## config.mk

```make
export PLATFORM = sky130hd
export DESIGN_NAME = scaled_transparent_sprite_blitter_top_flat
export DESIGN_NICKNAME = d
export VERILOG_FILES = /design/src/rtl/core/sstb_pkg.sv /design/src/rtl/core/sstb_if.sv /design/src/rtl/core/scaled_transparent_sprite_blitter_top.sv /design/src/rtl/core/sstb_xlat.sv /design/src/rtl/core/sstb_csr.sv /design/src/rtl/core/sstb_gen.sv /design/src/flat_wrapper.sv
export SDC_FILE = /design/constraint.sdc
export NUM_CORES = 2
export LEC_CHECK = 0
export ABC_AREA = 1
export BUFFER_PORTS_ARGS = -buffer_cell sky130_fd_sc_hd__buf_2
export CAP_MARGIN = 20
export CORE_MARGIN = 10
export CORE_UTILIZATION = 30
export CTS_CLUSTER_SIZE = 28
export DETAILED_ROUTE_END_ITERATION = 10
export PLACE_DENSITY = 0.56
export RECOVER_POWER = 100
export SLEW_MARGIN = 20
export SYNTH_ARGS = -nofsm -noshare
export SYNTH_HDL_FRONTEND = slang
export SYNTH_SLANG_ARGS = --single-unit
```

## constraint.sdc

```tcl
create_clock -name clock -period 17.8 [get_ports clock]
set_input_delay 3.56 -clock clock [delete_from_list [all_inputs] [get_ports clock]]
set_output_delay 3.56 -clock clock [all_outputs]
set_load 0.05 [all_outputs]
```

## src/rtl/core/sstb_pkg.sv

```systemverilog
// ----------------------------------------------------------------------------
// sstb_pkg
// Shared constants, codes and types of the scaled transparent sprite blitter.
// ----------------------------------------------------------------------------
package sstb_pkg;

   localparam int TABLE_ENTRIES = 256;
   localparam int MAX_SCALE     = 8;
   localparam int MAX_PIC_DIM   = 1024;

   // fixed field widths
   localparam int CMD_W      = 2;
   localparam int PIX_W      = 8;
   localparam int DEST_W     = 12;
   localparam int PIC_W      = 11;
   localparam int SCL_RAW_W  = 4;
   localparam int SCR_W      = 13;
   localparam int MODE_W     = 9;
   localparam int ADDR_W     = 24;
   localparam int CSR_IDX_W  = 3;
   localparam int CSR_DATA_W = 16;

   // derived widths
   localparam int TBL_AW  = $clog2(TABLE_ENTRIES);
   localparam int SCALE_W = $clog2(MAX_SCALE + 1);
   localparam int POS_W   = $clog2(MAX_PIC_DIM);
   localparam int DIM_W   = $clog2(MAX_PIC_DIM + 1);
   localparam int PROD_W  = POS_W + SCALE_W;
   localparam int OFS_W   = ((PROD_W > DEST_W) ? PROD_W : DEST_W) + 1;
   localparam int CMP_W   = ((OFS_W > SCR_W) ? OFS_W : SCR_W) + 1;
   localparam int MUL_W   = OFS_W + SCR_W;

   typedef enum logic [CMD_W-1:0] {
      CMD_PIXEL = 2'd0,
      CMD_LOAD  = 2'd1,
      CMD_START = 2'd2
   } cmd_type;

   typedef enum logic [CSR_IDX_W-1:0] {
      REG_DEST_X        = 3'd0,
      REG_DEST_Y        = 3'd1,
      REG_PIC_WIDTH     = 3'd2,
      REG_PIC_HEIGHT    = 3'd3,
      REG_SCALE_FACTOR  = 3'd4,
      REG_SCREEN_WIDTH  = 3'd5,
      REG_SCREEN_HEIGHT = 3'd6,
      REG_MODE_FLAGS    = 3'd7
   } csr_reg_type;

   typedef enum logic [2:0] {
      ST_IDLE,
      ST_DECODE,
      ST_FETCH,
      ST_BASE,
      ST_EMIT
   } gen_state_type;

   // configuration after range clamping
   typedef struct packed {
      logic [DEST_W-1:0]  dest_x;
      logic [DEST_W-1:0]  dest_y;
      logic [DIM_W-1:0]   pic_w;
      logic [DIM_W-1:0]   pic_h;
      logic [SCALE_W-1:0] scale;
      logic [SCR_W-1:0]   scr_w;
      logic [SCR_W-1:0]   scr_h;
      logic [PIX_W-1:0]   key;
      logic               xlat_en;
   } cfg_type;

   // translation table access
   typedef struct packed {
      logic              wr_en;
      logic              rd_en;
      logic [TBL_AW-1:0] addr;
      logic [PIX_W-1:0]  wdata;
   } tbl_req_type;

endpackage

```

## src/rtl/core/sstb_if.sv

```systemverilog
// ----------------------------------------------------------------------------
// sstb channel interfaces
// Valid/ready channels for requests, framebuffer writes and register writes.
// ----------------------------------------------------------------------------
interface sstb_req_if;
   logic                       valid;
   logic                       ready;
   logic [sstb_pkg::CMD_W-1:0] command;
   logic [sstb_pkg::PIX_W-1:0] table_index;
   logic [sstb_pkg::PIX_W-1:0] value;

   modport source (output valid, command, table_index, value, input ready);
   modport sink   (input valid, command, table_index, value, output ready);
endinterface

interface sstb_rsp_if;
   logic                        valid;
   logic                        ready;
   logic [sstb_pkg::ADDR_W-1:0] write_address;
   logic [sstb_pkg::PIX_W-1:0]  write_value;
   logic                        last_write;

   modport source (output valid, write_address, write_value, last_write, input ready);
   modport sink   (input valid, write_address, write_value, last_write, output ready);
endinterface

interface sstb_csr_if;
   logic                            valid;
   logic                            ready;
   logic [sstb_pkg::CSR_IDX_W-1:0]  index;
   logic [sstb_pkg::CSR_DATA_W-1:0] data;

   modport source (output valid, index, data, input ready);
   modport sink   (input valid, index, data, output ready);
endinterface

```

## src/rtl/core/scaled_transparent_sprite_blitter_top.sv

```systemverilog
// ----------------------------------------------------------------------------
// scaled_transparent_sprite_blitter_top
// Color-keyed, integer-scaled sprite blitter producing framebuffer writes.
// ----------------------------------------------------------------------------
// One request is processed at a time. Load, start, unused-code and transparent
// pixel requests pass through decode and return to idle. An opaque pixel goes
// through setup (decode, table read, row-offset multiply, base add) and
// then issues its visible writes, up to scale squared, at one write per
// cycle while the write channel takes them; the last write may still wait in
// the output register while the next request is taken. The 256x8 translation
// table is a single-port synchronous RAM with no clearing pass after reset:
// load every entry used before enabling translation.
module scaled_transparent_sprite_blitter_top (
   input  logic        clock,
   input  logic        reset,
   sstb_req_if.sink    req_port,
   sstb_rsp_if.source  rsp_port,
   sstb_csr_if.sink    csr_port
);

   sstb_pkg::cfg_type          cfg;
   sstb_pkg::tbl_req_type      tbl_req;
   logic [sstb_pkg::PIX_W-1:0] tbl_rdata;

   sstb_csr u_csr (
      .clock    (clock),
      .reset    (reset),
      .csr_port (csr_port),
      .cfg      (cfg)
   );

   sstb_xlat u_xlat (
      .clock   (clock),
      .tbl_req (tbl_req),
      .rdata   (tbl_rdata)
   );

   sstb_gen u_gen (
      .clock     (clock),
      .reset     (reset),
      .cfg       (cfg),
      .req_port  (req_port),
      .rsp_port  (rsp_port),
      .tbl_req   (tbl_req),
      .tbl_rdata (tbl_rdata)
   );

endmodule

```

## src/rtl/core/sstb_xlat.sv

```systemverilog
// ----------------------------------------------------------------------------
// sstb_xlat
// Translation table: single-port synchronous RAM, registered read data.
// ----------------------------------------------------------------------------
module sstb_xlat (
   input  logic                       clock,
   input  sstb_pkg::tbl_req_type      tbl_req,
   output logic [sstb_pkg::PIX_W-1:0] rdata
);

   logic [sstb_pkg::PIX_W-1:0] mem [sstb_pkg::TABLE_ENTRIES];
   logic [sstb_pkg::PIX_W-1:0] rdata_ff;

   always_ff @(posedge clock) begin
      if (tbl_req.wr_en) begin
         mem[tbl_req.addr] <= tbl_req.wdata;
      end
      if (tbl_req.rd_en) begin
         rdata_ff <= mem[tbl_req.addr];
      end
   end

   assign rdata = rdata_ff;

endmodule

```

## src/rtl/core/sstb_csr.sv

```systemverilog
// ----------------------------------------------------------------------------
// sstb_csr
// Configuration registers with range clamping of scale and picture size.
// ----------------------------------------------------------------------------
module sstb_csr (
   input  logic                 clock,
   input  logic                 reset,
   sstb_csr_if.sink             csr_port,
   output sstb_pkg::cfg_type    cfg
);

   logic [sstb_pkg::DEST_W-1:0]    dest_x_ff;
   logic [sstb_pkg::DEST_W-1:0]    dest_y_ff;
   logic [sstb_pkg::PIC_W-1:0]     pic_w_ff;
   logic [sstb_pkg::PIC_W-1:0]     pic_h_ff;
   logic [sstb_pkg::SCL_RAW_W-1:0] scale_ff;
   logic [sstb_pkg::SCR_W-1:0]     scr_w_ff;
   logic [sstb_pkg::SCR_W-1:0]     scr_h_ff;
   logic [sstb_pkg::MODE_W-1:0]    mode_ff;

   assign csr_port.ready = 1'b1;

   always_ff @(posedge clock) begin
      if (reset) begin
         dest_x_ff <= '0;
         dest_y_ff <= '0;
         pic_w_ff  <= sstb_pkg::PIC_W'(1);
         pic_h_ff  <= sstb_pkg::PIC_W'(1);
         scale_ff  <= sstb_pkg::SCL_RAW_W'(1);
         scr_w_ff  <= sstb_pkg::SCR_W'(320);
         scr_h_ff  <= sstb_pkg::SCR_W'(200);
         mode_ff   <= sstb_pkg::MODE_W'(255);
      end else if (csr_port.valid) begin
         unique case (csr_port.index)
            sstb_pkg::REG_DEST_X:        dest_x_ff <= csr_port.data[sstb_pkg::DEST_W-1:0];
            sstb_pkg::REG_DEST_Y:        dest_y_ff <= csr_port.data[sstb_pkg::DEST_W-1:0];
            sstb_pkg::REG_PIC_WIDTH:     pic_w_ff  <= csr_port.data[sstb_pkg::PIC_W-1:0];
            sstb_pkg::REG_PIC_HEIGHT:    pic_h_ff  <= csr_port.data[sstb_pkg::PIC_W-1:0];
            sstb_pkg::REG_SCALE_FACTOR:  scale_ff  <= csr_port.data[sstb_pkg::SCL_RAW_W-1:0];
            sstb_pkg::REG_SCREEN_WIDTH:  scr_w_ff  <= csr_port.data[sstb_pkg::SCR_W-1:0];
            sstb_pkg::REG_SCREEN_HEIGHT: scr_h_ff  <= csr_port.data[sstb_pkg::SCR_W-1:0];
            sstb_pkg::REG_MODE_FLAGS:    mode_ff   <= csr_port.data[sstb_pkg::MODE_W-1:0];
            default: ;
         endcase
      end
   end

   always_comb begin
      cfg         = '0;
      cfg.dest_x  = dest_x_ff;
      cfg.dest_y  = dest_y_ff;
      cfg.scr_w   = scr_w_ff;
      cfg.scr_h   = scr_h_ff;
      cfg.key     = mode_ff[sstb_pkg::PIX_W-1:0];
      cfg.xlat_en = mode_ff[sstb_pkg::PIX_W];

      // zero acts as one, oversize acts as the maximum
      if (pic_w_ff == '0) begin
         cfg.pic_w = sstb_pkg::DIM_W'(1);
      end else if (32'(pic_w_ff) > sstb_pkg::MAX_PIC_DIM) begin
         cfg.pic_w = sstb_pkg::DIM_W'(sstb_pkg::MAX_PIC_DIM);
      end else begin
         cfg.pic_w = sstb_pkg::DIM_W'(pic_w_ff);
      end

      if (pic_h_ff == '0) begin
         cfg.pic_h = sstb_pkg::DIM_W'(1);
      end else if (32'(pic_h_ff) > sstb_pkg::MAX_PIC_DIM) begin
         cfg.pic_h = sstb_pkg::DIM_W'(sstb_pkg::MAX_PIC_DIM);
      end else begin
         cfg.pic_h = sstb_pkg::DIM_W'(pic_h_ff);
      end

      if (scale_ff == '0) begin
         cfg.scale = sstb_pkg::SCALE_W'(1);
      end else if (32'(scale_ff) > sstb_pkg::MAX_SCALE) begin
         cfg.scale = sstb_pkg::SCALE_W'(sstb_pkg::MAX_SCALE);
      end else begin
         cfg.scale = sstb_pkg::SCALE_W'(scale_ff);
      end
   end

endmodule

```

## src/rtl/core/sstb_gen.sv

```systemverilog
// ----------------------------------------------------------------------------
// sstb_gen
// Command sequencer and write generator: position counters, table access,
// clipping and the framebuffer write output register.
// ----------------------------------------------------------------------------
module sstb_gen (
   input  logic                       clock,
   input  logic                       reset,
   input  sstb_pkg::cfg_type          cfg,
   sstb_req_if.sink                   req_port,
   sstb_rsp_if.source                 rsp_port,
   output sstb_pkg::tbl_req_type      tbl_req,
   input  logic [sstb_pkg::PIX_W-1:0] tbl_rdata
);

   sstb_pkg::gen_state_type state_ff, state_in;

   logic [sstb_pkg::CMD_W-1:0]   cmd_ff, cmd_in;
   logic [sstb_pkg::PIX_W-1:0]   idx_ff, idx_in;
   logic [sstb_pkg::PIX_W-1:0]   val_ff, val_in;
   logic [sstb_pkg::POS_W-1:0]   col_ff, col_in;
   logic [sstb_pkg::POS_W-1:0]   row_ff, row_in;
   logic [sstb_pkg::OFS_W-1:0]   ox0_ff, ox0_in;
   logic [sstb_pkg::OFS_W-1:0]   oy0_ff, oy0_in;
   logic [sstb_pkg::PIX_W-1:0]   pix_ff, pix_in;
   logic [sstb_pkg::MUL_W-1:0]   prod_ff, prod_in;
   logic                         clip_ff, clip_in;
   logic [sstb_pkg::SCALE_W-1:0] ni_last_ff, ni_last_in;
   logic [sstb_pkg::SCALE_W-1:0] nk_last_ff, nk_last_in;
   logic [sstb_pkg::SCALE_W-1:0] i_ff, i_in;
   logic [sstb_pkg::SCALE_W-1:0] k_ff, k_in;
   logic [sstb_pkg::ADDR_W-1:0]  cur_ff, cur_in;
   logic [sstb_pkg::ADDR_W-1:0]  row_addr_ff, row_addr_in;

   logic                         rsp_valid_ff, rsp_valid_in;
   logic [sstb_pkg::ADDR_W-1:0]  rsp_addr_ff, rsp_addr_in;
   logic [sstb_pkg::PIX_W-1:0]   rsp_val_ff, rsp_val_in;
   logic                         rsp_last_ff, rsp_last_in;

   logic                         out_free;
   logic                         emit_load;
   logic [sstb_pkg::POS_W-1:0]   col_eff, row_eff;
   logic [sstb_pkg::DIM_W-1:0]   col_nx, row_nx;
   logic [sstb_pkg::PROD_W-1:0]  col_mul, row_mul;
   logic [sstb_pkg::CMP_W-1:0]   x_room, y_room;
   logic [sstb_pkg::SCALE_W-1:0] ni, nk;
   logic [sstb_pkg::ADDR_W-1:0]  pitch;

   assign out_free = !rsp_valid_ff || rsp_port.ready;
   assign pitch    = sstb_pkg::ADDR_W'(cfg.scr_w);

   always_ff @(posedge clock) begin
      if (reset) begin
         state_ff     <= sstb_pkg::ST_IDLE;
         col_ff       <= '0;
         row_ff       <= '0;
         rsp_valid_ff <= 1'b0;
      end else begin
         state_ff     <= state_in;
         col_ff       <= col_in;
         row_ff       <= row_in;
         rsp_valid_ff <= rsp_valid_in;
      end
   end

   always_ff @(posedge clock) begin
      cmd_ff      <= cmd_in;
      idx_ff      <= idx_in;
      val_ff      <= val_in;
      ox0_ff      <= ox0_in;
      oy0_ff      <= oy0_in;
      pix_ff      <= pix_in;
      prod_ff     <= prod_in;
      clip_ff     <= clip_in;
      ni_last_ff  <= ni_last_in;
      nk_last_ff  <= nk_last_in;
      i_ff        <= i_in;
      k_ff        <= k_in;
      cur_ff      <= cur_in;
      row_addr_ff <= row_addr_in;
      rsp_addr_ff <= rsp_addr_in;
      rsp_val_ff  <= rsp_val_in;
      rsp_last_ff <= rsp_last_in;
   end

   always_comb begin
      state_in    = state_ff;
      cmd_in      = cmd_ff;
      idx_in      = idx_ff;
      val_in      = val_ff;
      col_in      = col_ff;
      row_in      = row_ff;
      ox0_in      = ox0_ff;
      oy0_in      = oy0_ff;
      pix_in      = pix_ff;
      prod_in     = prod_ff;
      clip_in     = clip_ff;
      ni_last_in  = ni_last_ff;
      nk_last_in  = nk_last_ff;
      i_in        = i_ff;
      k_in        = k_ff;
      cur_in      = cur_ff;
      row_addr_in = row_addr_ff;
      rsp_addr_in = rsp_addr_ff;
      rsp_val_in  = rsp_val_ff;
      rsp_last_in = rsp_last_ff;
      emit_load   = 1'b0;
      tbl_req     = '0;
      req_port.ready = 1'b0;

      // position clamp and advance, used by a pixel request
      col_eff = ({1'b0, col_ff} >= cfg.pic_w) ? '0 : col_ff;
      row_eff = ({1'b0, row_ff} >= cfg.pic_h) ? '0 : row_ff;
      col_nx  = sstb_pkg::DIM_W'(col_eff) + sstb_pkg::DIM_W'(1);
      row_nx  = sstb_pkg::DIM_W'(row_eff) + sstb_pkg::DIM_W'(1);
      col_mul = sstb_pkg::PROD_W'(col_eff) * sstb_pkg::PROD_W'(cfg.scale);
      row_mul = sstb_pkg::PROD_W'(row_eff) * sstb_pkg::PROD_W'(cfg.scale);

      // visible span of the block in each direction
      x_room = sstb_pkg::CMP_W'(cfg.scr_w) - sstb_pkg::CMP_W'(ox0_ff);
      y_room = sstb_pkg::CMP_W'(cfg.scr_h) - sstb_pkg::CMP_W'(oy0_ff);
      if (sstb_pkg::CMP_W'(ox0_ff) >= sstb_pkg::CMP_W'(cfg.scr_w)) begin
         ni = '0;
      end else if (x_room >= sstb_pkg::CMP_W'(cfg.scale)) begin
         ni = cfg.scale;
      end else begin
         ni = x_room[sstb_pkg::SCALE_W-1:0];
      end
      if (sstb_pkg::CMP_W'(oy0_ff) >= sstb_pkg::CMP_W'(cfg.scr_h)) begin
         nk = '0;
      end else if (y_room >= sstb_pkg::CMP_W'(cfg.scale)) begin
         nk = cfg.scale;
      end else begin
         nk = y_room[sstb_pkg::SCALE_W-1:0];
      end

      unique case (state_ff)
         sstb_pkg::ST_IDLE: begin
            req_port.ready = 1'b1;
            if (req_port.valid) begin
               cmd_in   = req_port.command;
               idx_in   = req_port.table_index;
               val_in   = req_port.value;
               state_in = sstb_pkg::ST_DECODE;
            end
         end

         sstb_pkg::ST_DECODE: begin
            state_in = sstb_pkg::ST_IDLE;
            unique case (cmd_ff)
               sstb_pkg::CMD_LOAD: begin
                  tbl_req.wr_en = 1'b1;
                  tbl_req.addr  = sstb_pkg::TBL_AW'(idx_ff);
                  tbl_req.wdata = val_ff;
               end
               sstb_pkg::CMD_START: begin
                  col_in = '0;
                  row_in = '0;
               end
               sstb_pkg::CMD_PIXEL: begin
                  ox0_in = sstb_pkg::OFS_W'(cfg.dest_x) + sstb_pkg::OFS_W'(col_mul);
                  oy0_in = sstb_pkg::OFS_W'(cfg.dest_y) + sstb_pkg::OFS_W'(row_mul);
                  // advance even when nothing gets drawn
                  if (col_nx >= cfg.pic_w) begin
                     col_in = '0;
                     row_in = (row_nx >= cfg.pic_h) ? '0 : row_nx[sstb_pkg::POS_W-1:0];
                  end else begin
                     col_in = col_nx[sstb_pkg::POS_W-1:0];
                     row_in = row_eff;
                  end
                  if (val_ff != cfg.key) begin
                     tbl_req.rd_en = 1'b1;
                     tbl_req.addr  = sstb_pkg::TBL_AW'(val_ff);
                     state_in      = sstb_pkg::ST_FETCH;
                  end
               end
               default: ;
            endcase
         end

         sstb_pkg::ST_FETCH: begin
            pix_in     = cfg.xlat_en ? tbl_rdata : val_ff;
            prod_in    = sstb_pkg::MUL_W'(oy0_ff) * sstb_pkg::MUL_W'(cfg.scr_w);
            clip_in    = (ni == '0) || (nk == '0);
            ni_last_in = ni - sstb_pkg::SCALE_W'(1);
            nk_last_in = nk - sstb_pkg::SCALE_W'(1);
            state_in   = sstb_pkg::ST_BASE;
         end

         sstb_pkg::ST_BASE: begin
            cur_in      = prod_ff[sstb_pkg::ADDR_W-1:0] + sstb_pkg::ADDR_W'(ox0_ff);
            row_addr_in = prod_ff[sstb_pkg::ADDR_W-1:0] + sstb_pkg::ADDR_W'(ox0_ff);
            i_in        = '0;
            k_in        = '0;
            state_in    = clip_ff ? sstb_pkg::ST_IDLE : sstb_pkg::ST_EMIT;
         end

         sstb_pkg::ST_EMIT: begin
            if (out_free) begin
               emit_load   = 1'b1;
               rsp_addr_in = cur_ff;
               rsp_val_in  = pix_ff;
               rsp_last_in = (i_ff == ni_last_ff) && (k_ff == nk_last_ff);
               if (i_ff == ni_last_ff) begin
                  i_in        = '0;
                  k_in        = k_ff + sstb_pkg::SCALE_W'(1);
                  row_addr_in = row_addr_ff + pitch;
                  cur_in      = row_addr_ff + pitch;
               end else begin
                  i_in   = i_ff + sstb_pkg::SCALE_W'(1);
                  cur_in = cur_ff + sstb_pkg::ADDR_W'(1);
               end
               if (rsp_last_in) begin
                  state_in = sstb_pkg::ST_IDLE;
               end
            end
         end

         default: state_in = sstb_pkg::ST_IDLE;
      endcase

      if (emit_load) begin
         rsp_valid_in = 1'b1;
      end else if (rsp_port.ready) begin
         rsp_valid_in = 1'b0;
      end else begin
         rsp_valid_in = rsp_valid_ff;
      end
   end

   assign rsp_port.valid         = rsp_valid_ff;
   assign rsp_port.write_address = rsp_addr_ff;
   assign rsp_port.write_value   = rsp_val_ff;
   assign rsp_port.last_write    = rsp_last_ff;

   a_emit_in_span: assert property (@(posedge clock) disable iff (reset)
      (state_ff == sstb_pkg::ST_EMIT) |-> (i_ff <= ni_last_ff) && (k_ff <= nk_last_ff))
      else $error("write counters left the visible block");

   a_read_then_fetch: assert property (@(posedge clock) disable iff (reset)
      (state_ff == sstb_pkg::ST_DECODE && tbl_req.rd_en) |=> (state_ff == sstb_pkg::ST_FETCH))
      else $error("table read data not consumed in the following cycle");

   a_last_ends_item: assert property (@(posedge clock) disable iff (reset)
      (emit_load && rsp_last_in) |=> (state_ff == sstb_pkg::ST_IDLE) && rsp_valid_ff)
      else $error("final write did not return the sequencer to idle");

   a_no_load_on_idle: assert property (@(posedge clock) disable iff (reset)
      (state_ff == sstb_pkg::ST_IDLE) |=> !$past(emit_load))
      else $error("write issued outside the emit phase");

endmodule

```

## src/flat_wrapper.sv

```systemverilog
// flat-port wrapper written by rule: the top's interface ports become plain ports
module scaled_transparent_sprite_blitter_top_flat 
  (clock, reset, req_port_valid, req_port_command, req_port_table_index, req_port_value, req_port_ready, rsp_port_valid, rsp_port_write_address, rsp_port_write_value, rsp_port_last_write, rsp_port_ready, csr_port_valid, csr_port_index, csr_port_data, csr_port_ready);
  sstb_req_if req_port_i ();
  sstb_rsp_if rsp_port_i ();
  sstb_csr_if csr_port_i ();
  input  logic clock;
  input  logic reset;
  input wire logic [$bits(req_port_i.valid)-1:0] req_port_valid;
  input wire logic [$bits(req_port_i.command)-1:0] req_port_command;
  input wire logic [$bits(req_port_i.table_index)-1:0] req_port_table_index;
  input wire logic [$bits(req_port_i.value)-1:0] req_port_value;
  output wire logic [$bits(req_port_i.ready)-1:0] req_port_ready;
  output wire logic [$bits(rsp_port_i.valid)-1:0] rsp_port_valid;
  output wire logic [$bits(rsp_port_i.write_address)-1:0] rsp_port_write_address;
  output wire logic [$bits(rsp_port_i.write_value)-1:0] rsp_port_write_value;
  output wire logic [$bits(rsp_port_i.last_write)-1:0] rsp_port_last_write;
  input wire logic [$bits(rsp_port_i.ready)-1:0] rsp_port_ready;
  input wire logic [$bits(csr_port_i.valid)-1:0] csr_port_valid;
  input wire logic [$bits(csr_port_i.index)-1:0] csr_port_index;
  input wire logic [$bits(csr_port_i.data)-1:0] csr_port_data;
  output wire logic [$bits(csr_port_i.ready)-1:0] csr_port_ready;
  assign req_port_i.valid = req_port_valid;
  assign req_port_i.command = req_port_command;
  assign req_port_i.table_index = req_port_table_index;
  assign req_port_i.value = req_port_value;
  assign req_port_ready = req_port_i.ready;
  assign rsp_port_valid = rsp_port_i.valid;
  assign rsp_port_write_address = rsp_port_i.write_address;
  assign rsp_port_write_value = rsp_port_i.write_value;
  assign rsp_port_last_write = rsp_port_i.last_write;
  assign rsp_port_i.ready = rsp_port_ready;
  assign csr_port_i.valid = csr_port_valid;
  assign csr_port_i.index = csr_port_index;
  assign csr_port_i.data = csr_port_data;
  assign csr_port_ready = csr_port_i.ready;
  scaled_transparent_sprite_blitter_top u_core (.clock(clock), .reset(reset), .req_port(req_port_i), .rsp_port(rsp_port_i), .csr_port(csr_port_i));
endmodule
```

==> impl_metrics.env <==
export IMPL_failed_checks="max-capacitance violations, max-slew violations"
export IMPL_setup_tns_ns=0
export IMPL_finalNonFillerCells=15700
export IMPL_tightest_slew_ns=9.04
export IMPL_cts_setup_buffers=0
export IMPL_die_x_microns=623
export IMPL_cts_buffer_depth=4
export IMPL_area_growth_pct=11.2
export IMPL_fp_dieArea_sq_um=388000
export IMPL_cap_viol_max_count=48
export IMPL_dr_first_iter_drc_count=7591
export IMPL_antenna_found_initial=8
export IMPL_cts_root_buf="clkbuf_16"
export IMPL_skew_ns=0.0790
export IMPL_p_switching_mw=2.68
export IMPL_crit_required_ns=18.25
export IMPL_maxSlewViolCount=2102
export IMPL_syn_area_sq_um=109000
export IMPL_top_layer_used="met5"
export IMPL_syn_area_per_cell_sq_um=10.1
export IMPL_via_per_inst=4.75
export IMPL_grt_ovfl_total=0
export IMPL_wirelength_microns=316000
export IMPL_async_flop_share=0
export IMPL_clock_sinks=2343
export IMPL_pwr_share_comb=0.070
export IMPL_h_tree_depth=4
export IMPL_dpl_hpwl_microns=187000
export IMPL_setup_viol=0
export IMPL_end_kind="flip-flop"
export IMPL_synth_distinct_cells=51
export IMPL_critPathBufInv=5
export IMPL_drc=0
export IMPL_grt_pass1_wl_microns=468000
export IMPL_layout_commonest_cell="nand2_1"
export IMPL_yosysSeqAreaShare=0.636
export IMPL_p_per_area_nw_per_um2=95.2
export IMPL_grt_max_degree=183
export IMPL_p_int_mw=8.86
export IMPL_pwr_share_seq=0.523
export IMPL_crit_path_top_delay_cell="clkinvlp_2"
export IMPL_cpLargestDelayFamily="buffers and inverters"
export IMPL_dieHeight_microns=623
export IMPL_arrival_ns=12.81
export IMPL_nFillCells=36500
export IMPL_synth_seq_cells=2343
export IMPL_hold_path_class="flip-flop to flip-flop"
export IMPL_power_frac_clock=0.407
export IMPL_wl_per_cell_microns=20.1
export IMPL_grt_usage=0.157
export IMPL_core_sq_um=362000
export IMPL_peakVddDrop_mv=0.0986
export IMPL_timing_fmax_ghz=0.0809
export IMPL_cts_buffers=232
export IMPL_crit_fanout=62
export IMPL_dp_cells=15300
export IMPL_ios=78
export IMPL_rows=221
export IMPL_dr_wl_met2_microns=142000
export IMPL_crit_type="flip-flop to flip-flop"
export IMPL_crit_chain="inv_1 > nand3_1 > clkbuf_1 > clkinvlp_2 > nand2_1 > nor2_4 > clkbuf_1 > nand3_1 > clkbuf_1 > nor2_1"
export IMPL_path_clk_slew_ns=0.06
export IMPL_status="finished with violations"
export IMPL_finalNetCount=11200
export IMPL_critPathMaxStageDelay_ns=3.02
export IMPL_power_leakage_nw=44.7
export IMPL_cts_resized=0
export IMPL_ctsHoldBuffers=0
export IMPL_period_share=0.695
export IMPL_drive_gt1_frac=0.0408
export IMPL_dominantRegCellSynth="edfxtp_1"
export IMPL_portBuffers=73
export IMPL_grt_pass1_vias=70400
export IMPL_synth_edf_count=2234
export IMPL_first_pass_iters=6
export IMPL_gp_congestion=0.841
export IMPL_switching_share=0.232
export IMPL_num_vias=74800
export IMPL_start_util=0.301
export IMPL_clk_insertion_delay_late_ns=0.93
export IMPL_syn_num_nets=11300
export IMPL_startpoint_type="flip-flop"
export IMPL_tritoncts="built"
export IMPL_rsz0062_at_grt="no"
export IMPL_finalHoldViolations=0
export IMPL_cp_common_cell="clkbuf_1"
export IMPL_relSlewSlack=-5.03
export IMPL_yosys_warnings=0
export IMPL_wl_met3_microns=23800
export IMPL_netlist_instances=10800
export IMPL_final_cell_mix="4,960 x nand2_1, 2,234 x edfxtp_1, 723 x nor2_1, 563 x inv_1, 451 x nand3_1"
export IMPL_wl_met1_microns=142000
export IMPL_fin_crit_ns=12.37
export IMPL_antenna_left=0
layer usage:
layer  track usage  up-vias
li1              -    35400
met1         0.222    36300
met2         0.249     2585
met3        0.0250      447
met4        0.0427        2
met5             0        -
state kept, by name, summed over array words and instances (netlist names), 8 cells and up:
name                                 count
u_core.u_gen.prod_ff                    24
u_core.u_gen.row_ff                     10
u_core.u_xlat.rdata                      8
u_core.u_gen.pix_ff                      8
u_core.u_csr.scr_h_ff                   13
u_core.u_csr.dest_y_ff                  12
u_core.u_gen.oy0_ff                     15
u_core.u_gen.row_addr_ff                24
u_core.u_gen.val_ff                      8
u_core.u_gen.ox0_ff                     15
u_core.u_csr.pic_h_ff                   11
u_core.u_gen.col_ff                     10
u_core.u_xlat.mem                     2048
u_core.u_csr.mode_ff                     9
u_core.u_gen.cur_ff                     24
u_core.u_gen.rsp_port.write_address     24
u_core.u_csr.dest_x_ff                  12
u_core.u_gen.rsp_port.write_value        8
u_core.u_csr.pic_w_ff                   11
u_core.u_gen.idx_ff                      8
u_core.u_csr.scr_w_ff                   13
through the flow:
stage / power (mW) / util / worst slack (ns) / hold WS, ns / area (sq um)
2_1_floorplan: 6.68 / - / 9.11 / 0.400 / 109000
3_3_place_gp: 6.95 / 0.317 / 11.01 / 0.438 / 115000
3_5_place_dp: 6.95 / 0.317 / 11.01 / 0.435 / 115000
4_1_cts: 11.6 / 0.336 / 10.97 / 0.448 / 122000
5_1_grt: 11.9 / 0.335 / 5.21 / 0.481 / 121000
6_report: 11.5 / 0.335 / 5.43 / 0.447 / 121000
logic make-up after synthesis:
logic type | share of synthesized area
muxes | 0.0000919
other | 0.0000344
AOI/OAI and AO/OA | 0.0273
and+or+nand+nor | 0.225
buffers and inverters | 0.0404
DFF | 0.636
adders and majority gates | 0.0605
xor gates and xnor gates | 0.0105
final timing paths:
check | from | end | slack, ns | depth (start not counted)
max | u_core.u_gen.state_ff[1] | u_core.u_xlat.mem[91][7] | 5.43 | 10
min | u_core.u_gen.cur_ff[22] | u_core.u_gen.rsp_port.write_address[22] | 0.45 | 0
max reg2reg | u_core.u_gen.state_ff[1] | u_core.u_xlat.mem[91][7] | 5.43 | 10
min reg2reg | u_core.u_gen.cur_ff[22] | u_core.u_gen.rsp_port.write_address[22] | 0.45 | 0
cells in the mapped netlist, types with 9 or more instances:
| cell | instances | area [sq um] |
|---|---|---|
| o21ai_0 | 196 | 981 |
| buf_4 | 9 | 67.6 |
| ha_1 | 213 | 2670 |
| nor2_1 | 731 | 2740 |
| inv_2 | 15 | 56.3 |
| o211ai_1 | 9 | 67.6 |
| buf_1 | 19 | 71.3 |
| xor2_1 | 84 | 736 |
| dfxtp_1 | 109 | 2180 |
| inv_1 | 557 | 2090 |
| xnor2_1 | 47 | 412 |
| fa_1 | 196 | 3920 |
| nor4_1 | 9 | 56.3 |
| nand2_1 | 4962 | 18600 |
| edfxtp_1 | 2234 | 67100 |
| a21oi_1 | 226 | 1130 |
| nor3_1 | 35 | 175 |
| o21ai_1 | 64 | 320 |
| o21a_1 | 9 | 67.6 |
| nand4_1 | 74 | 463 |
| a31oi_1 | 13 | 81.3 |
| o21bai_1 | 16 | 120 |
| clkbuf_1 | 203 | 762 |
| nand3_1 | 453 | 2270 |
| buf_2 | 263 | 1320 |
power groups by stage:
stage | Combinational [mW] | Clock (mW) | Sequential, mW
2_1_floorplan | 0.536 | 0 | 6.14
3_3_place_gp | 0.803 | 0 | 6.14
3_5_place_dp | 0.808 | 0 | 6.14
4_1_cts | 0.811 | 4.76 | 6.02
5_1_grt | 0.908 | 4.98 | 6.03
6_report | 0.807 | 4.70 | 6.03
layout make-up:
class	count	area, sq um	share of cell area
Antenna cell	1	2.50	0.0000207
Clock buffer	295	6160	0.0508
Clock inverter	111	841	0.00694
Inverter	576	2160	0.0179
Multi-Input combinational cell	7396	35400	0.292
Sequential cell	2343	69300	0.572
Tap cell	4794	6000	0.0495
Timing Repair Buffer	218	1340	0.0110
Power figures use the tool's default switching activity.
